File: src/design/ufim_pkg.sv
// Package for the union-find island merge block.
// Holds the item and result types, opcodes, controller states and the
// command/status structs between controller and datapath. Depends on nothing.
package ufim_pkg;

    localparam int ID_W  = 10;
    localparam int CNT_W = 11;

    typedef enum logic [1:0] {
        OP_CLEAR   = 2'd0,
        OP_MERGE   = 2'd1,
        OP_QUERY   = 2'd2,
        OP_INVALID = 2'd3
    } t_op;

    typedef struct packed {
        t_op              op;
        logic [ID_W-1:0]  first_element;
        logic [ID_W-1:0]  second_element;
    } t_item;

    typedef struct packed {
        logic [ID_W-1:0]  island_id;
        logic             already_joined;
        logic             error;
    } t_result;

    typedef enum logic [2:0] {
        ST_INIT,
        ST_IDLE,
        ST_CLEAR,
        ST_RD_A,
        ST_CHK_A,
        ST_RD_B,
        ST_CHK_B
    } t_state;

    typedef enum logic [1:0] {
        NODE_HOLD,
        NODE_FIRST,
        NODE_SECOND,
        NODE_UP
    } t_node_sel;

    typedef enum logic [1:0] {
        WR_NONE,
        WR_SWEEP,
        WR_LINK
    } t_wr_sel;

    typedef enum logic [1:0] {
        RES_ZERO,
        RES_ERROR,
        RES_ROOT,
        RES_MERGE
    } t_res_kind;

    typedef struct packed {
        t_node_sel node_sel;
        logic      rd_en;
        logic      rd_up;
        t_wr_sel   wr_sel;
        logic      idx_clr;
        logic      idx_inc;
        logic      root_a_ld;
        logic      res_ld;
        t_res_kind res_kind;
    } t_dp_cmd;

    typedef struct packed {
        logic first_oob;
        logic second_oob;
        logic count_zero;
        logic sweep_last_init;
        logic sweep_last_clear;
        logic root_found;
        logic roots_equal;
    } t_dp_stat;

endpackage

File: src/design/ufim_ctrl.sv
// Controller for the union-find island merge block.
// Sequences table sweeps and parent-link walks; drives the datapath
// through ufim_pkg::t_dp_cmd and reads back ufim_pkg::t_dp_stat.
module ufim_ctrl (
    input  logic               i_clk,
    input  logic               i_rst_n,
    input  logic               i_start,
    input  ufim_pkg::t_op      i_op,
    input  ufim_pkg::t_dp_stat i_stat,
    output ufim_pkg::t_dp_cmd  o_cmd,
    output logic               o_busy
);

    ufim_pkg::t_state r_state, n_state;
    ufim_pkg::t_op    r_op, n_op;

    always_ff @(posedge i_clk) begin
        if (!i_rst_n) begin
            r_state <= ufim_pkg::ST_INIT;
            r_op    <= ufim_pkg::OP_CLEAR;
        end else begin
            r_state <= n_state;
            r_op    <= n_op;
        end
    end

    always_comb begin
        n_state = r_state;
        n_op    = r_op;
        o_cmd   = '0;
        case (r_state)
            ufim_pkg::ST_INIT: begin
                o_cmd.wr_sel  = ufim_pkg::WR_SWEEP;
                o_cmd.idx_inc = 1'b1;
                if (i_stat.sweep_last_init) begin
                    o_cmd.idx_clr = 1'b1;
                    n_state       = ufim_pkg::ST_IDLE;
                end
            end
            ufim_pkg::ST_IDLE: begin
                if (i_start) begin
                    n_op = i_op;
                    case (i_op)
                        ufim_pkg::OP_CLEAR: begin
                            if (i_stat.count_zero) begin
                                o_cmd.res_ld   = 1'b1;
                                o_cmd.res_kind = ufim_pkg::RES_ZERO;
                            end else begin
                                n_state = ufim_pkg::ST_CLEAR;
                            end
                        end
                        ufim_pkg::OP_MERGE: begin
                            if (i_stat.first_oob || i_stat.second_oob) begin
                                o_cmd.res_ld   = 1'b1;
                                o_cmd.res_kind = ufim_pkg::RES_ERROR;
                            end else begin
                                o_cmd.node_sel = ufim_pkg::NODE_FIRST;
                                n_state        = ufim_pkg::ST_RD_A;
                            end
                        end
                        ufim_pkg::OP_QUERY: begin
                            if (i_stat.first_oob) begin
                                o_cmd.res_ld   = 1'b1;
                                o_cmd.res_kind = ufim_pkg::RES_ERROR;
                            end else begin
                                o_cmd.node_sel = ufim_pkg::NODE_FIRST;
                                n_state        = ufim_pkg::ST_RD_A;
                            end
                        end
                        default: begin
                            o_cmd.res_ld   = 1'b1;
                            o_cmd.res_kind = ufim_pkg::RES_ERROR;
                        end
                    endcase
                end
            end
            ufim_pkg::ST_CLEAR: begin
                o_cmd.wr_sel  = ufim_pkg::WR_SWEEP;
                o_cmd.idx_inc = 1'b1;
                if (i_stat.sweep_last_clear) begin
                    o_cmd.idx_clr  = 1'b1;
                    o_cmd.res_ld   = 1'b1;
                    o_cmd.res_kind = ufim_pkg::RES_ZERO;
                    n_state        = ufim_pkg::ST_IDLE;
                end
            end
            ufim_pkg::ST_RD_A: begin
                o_cmd.rd_en = 1'b1;
                n_state     = ufim_pkg::ST_CHK_A;
            end
            ufim_pkg::ST_CHK_A: begin
                if (i_stat.root_found) begin
                    if (r_op == ufim_pkg::OP_MERGE) begin
                        o_cmd.root_a_ld = 1'b1;
                        o_cmd.node_sel  = ufim_pkg::NODE_SECOND;
                        n_state         = ufim_pkg::ST_RD_B;
                    end else begin
                        o_cmd.res_ld   = 1'b1;
                        o_cmd.res_kind = ufim_pkg::RES_ROOT;
                        n_state        = ufim_pkg::ST_IDLE;
                    end
                end else begin
                    // step up one link and read the parent straight away
                    o_cmd.rd_en    = 1'b1;
                    o_cmd.rd_up    = 1'b1;
                    o_cmd.node_sel = ufim_pkg::NODE_UP;
                end
            end
            ufim_pkg::ST_RD_B: begin
                o_cmd.rd_en = 1'b1;
                n_state     = ufim_pkg::ST_CHK_B;
            end
            ufim_pkg::ST_CHK_B: begin
                if (i_stat.root_found) begin
                    o_cmd.res_ld   = 1'b1;
                    o_cmd.res_kind = ufim_pkg::RES_MERGE;
                    if (!i_stat.roots_equal) begin
                        o_cmd.wr_sel = ufim_pkg::WR_LINK;
                    end
                    n_state = ufim_pkg::ST_IDLE;
                end else begin
                    o_cmd.rd_en    = 1'b1;
                    o_cmd.rd_up    = 1'b1;
                    o_cmd.node_sel = ufim_pkg::NODE_UP;
                end
            end
            default: begin
                n_state = ufim_pkg::ST_INIT;
            end
        endcase
    end

    assign o_busy = (r_state != ufim_pkg::ST_IDLE);

endmodule

File: config.mk
export PLATFORM = sky130hd
export DESIGN_NAME = ufim_ctrl
export DESIGN_NICKNAME = d
export VERILOG_FILES = /design/src/design/ufim_pkg.sv /design/src/design/ufim_ctrl.sv
export SDC_FILE = /design/constraint.sdc
export NUM_CORES = 1
export LEC_CHECK = 0
export BUFFER_PORTS_ARGS = -buffer_cell sky130_fd_sc_hd__buf_2
export CELL_PAD_IN_SITES_DETAIL_PLACEMENT = 1
export CELL_PAD_IN_SITES_GLOBAL_PLACEMENT = 1
export CORE_ASPECT_RATIO = 1.1
export CORE_MARGIN = 3
export CORE_UTILIZATION = 33
export CTS_CLUSTER_SIZE = 8
export DETAILED_ROUTE_END_ITERATION = 8
export PLACE_DENSITY_LB_ADDON = 0.12
export SYNTH_ARGS = -nofsm -noshare
export SYNTH_HDL_FRONTEND = slang
export SYNTH_SLANG_ARGS = --single-unit
export TNS_END_PERCENT = 20
File: constraint.sdc
create_clock -name i_clk -period 1.8 [get_ports i_clk]
set_input_delay 0 -clock i_clk [delete_from_list [all_inputs] [get_ports i_clk]]
set_output_delay 0 -clock i_clk [all_outputs]
set_load 0.01 [all_outputs]
==> flow_summary.ini <==
[run_status]
outcome = finished, final reports clean

[die]
die_area_sq_um = 2160
initial_core_util_pct = 37.3
chipHeight_um = 48.5
core-area_sq_um = 1450
rows = 14
die_w_um = 44.6
num_io_pins = 25

[timing]
worst_slew_pin_slew_ps = 303
hold_viol = 0
final_max_slew_viol_count = 0
fin_crit_sh_pct = 88.2
final-setup-viol-count = 0
setup_tns_ps = 0
rsz0062_at_grt = false
relSlewSlack_pct = 79.5
fmax_mhz = 630
fin_worst_skew_ps = 4.90
fin_crit_ps = 1590

[cells_and_area]
drive_above_1_share_pct = 32.7
instances_no_fill = 114
n_antenna_cell = 0
synthToLayoutAreaGrowth_pct = 31.6
fin_nets = 115

[synthesis]
synth_edf_count = 0
synth_cell_type_count = 32
yosysTopAreaCell = dfxtp_1
ys_warn_count = 0
synth_seq_cells = 5
synth_ff_type = dfxtp_1
synth.top_cell.area_share_pct = 18.5
yosysSeqAreaShare_pct = 18.5
synth.most_common_cell = nor2_1
postSynthCellCount = 70
synthTopCellsByCount = nor2_1 (7), inv_1 (6), dfxtp_1 (5), nand2_1 (5)
synth_area_leaders = dfxtp_1 (18%), ha_1 (9.2%), mux2i_1 (7.4%)
synth_area_sq_um = 542
syn_avg_cell_area_sq_um = 7.74
ys_async_sr_fraction_pct = 0
syn_nets = 86

[drt]
drt-total-wl_um = 1480
drc = 0
vias = 600
postRouteAntennaNets = 0
wl_per_cell_um = 13.0
first_iter_violations = 8
via_per_inst = 5.26
firstDrtPassIters = 4

[worst_setup_path]
cp_num_buf_inv = 1
startpoint_type = flop
crit_family = simple AND/OR/NAND/NOR gates
rrSetupSlack_ps = 530
cp_cell_sequence = or3b_4 > nor2b_4 > a211o_1 > buf_2
crit_type = flop to output pin
crit_path_max_incr_delay_ps = 440
cp.depth = 4
end_kind = output pin
critPathArrivalTime_ps = 1590
critical_path_required_ps = 1800
r2r_cells = 3
crit_path_top_delay_cell = or3b_4
path_max_fanout = 10

[cts]
h-tree-depth = 1
clk_path_buf_depth = 2
ctsHoldBuffers = 1
tritoncts = done
clockRootBuffer = clkbuf_4
post-cts-setup-buffer-count = 0
clock_sinks = 5
cts_inserted_buffers = 3
clkTransAtPathRegs_ps = 40
clock_latency_ps = 240
cts-resized-gates = 0

[global_routing]
grt.total_usage_pct = 15.4
grt_pass1_vias = 559
grt_max_degree = 15
grt_antenna_before_repair = 0
grt-ovfl-total = 0
grt_pass1_wl_um = 2570

[hold_path]
min_path_type = primary input to flop
hold_depth = 3

[power_and_ir_drop]
p_leak_nw = 0.393
ir_worst_vdd_uv = 374
fin_total_pwr_w = 0.000366
power_per_cell_area_nw_per_um2 = 514

[placement]
place_congestion = 0.774
portBuffers = 24
dp_hpwl_um = 1210
post-place-cells = 109

[flow_run]
cap_violations = 0
==> layout by cell type (no fill, tap or decap), types with 3 or more instances in the layout <==
cell and instances:
nor2b_1 3, mux2i_1 4, a22o_1 3, clkbuf_4 3, inv_1 6, buf_2 24
nor2_1 7, dfxtp_1 5, o21ai_0 3, ha_1 4, nand2_1 5, a21oi_1 3
==> worst reg2reg max path: stages, from the launching register on <==
cell and delay, ps:
dfxtp_1 470, and2b_1 270, a22o_1 260, o21a_1 160
==> final timing paths <==
kind	start	to
max	r_state[1]	o_cmd[2]
min	i_op[0]	r_op[0]
max reg2reg	r_state[1]	r_state[1]
min reg2reg	r_op[0]	r_op[0]
==> where the power goes <==
part	switching, W	internal [W]	total, W
combinational	0.0000589	0.0000549	0.000114
sequential	0.00000926	0.000117	0.000126
clock	0.0000428	0.0000836	0.000126
total	0.000111	0.000255	0.000366
==> cell type report <==
type | count | area, sq um
inverter | 6 | 22.5
sequential | 5 | 100
timing repair buffer | 27 | 145
fill | 208 | 741
clock buffer | 4 | 26.3
tap | 16 | 20.0
multi-input combinational | 56 | 399
==> per-layer routing <==
metal,global-route usage [%],share of wire [%],vias to the layer above
met5,0,0,-
met4,4.52,0,0
met3,2.22,5.6,0
met2,23.2,46,15
met1,22.0,48,279
li1,-,-,306
==> sequential cells by signal, summed over array words and instances (netlist names) <==
name,cells
r_state,3
r_op,2
==> cell families after synthesis <==
kind of cell / Yosys count / synth area share (%)
mux: 4 / 7.39
flops: 5 / 18.5
fa+ha+maj: 4 / 9.24
simple gates: 33 / 37.9
buf+inv: 9 / 7.85
compound gates: 15 / 19.2
==> per-stage QoR <==
step	hold slack [ps]	util [%]	instance area (sq um)	setup slack, ps
floorplan	47.5	-	542	555
global placement	224	46.6	677	462
detailed placement	231	46.6	677	459
CTS	59.5	49.1	713	195
global route	89.2	49.1	713	126
finish	60.6	49.1	713	212
Power figures use the tool's default switching activity.
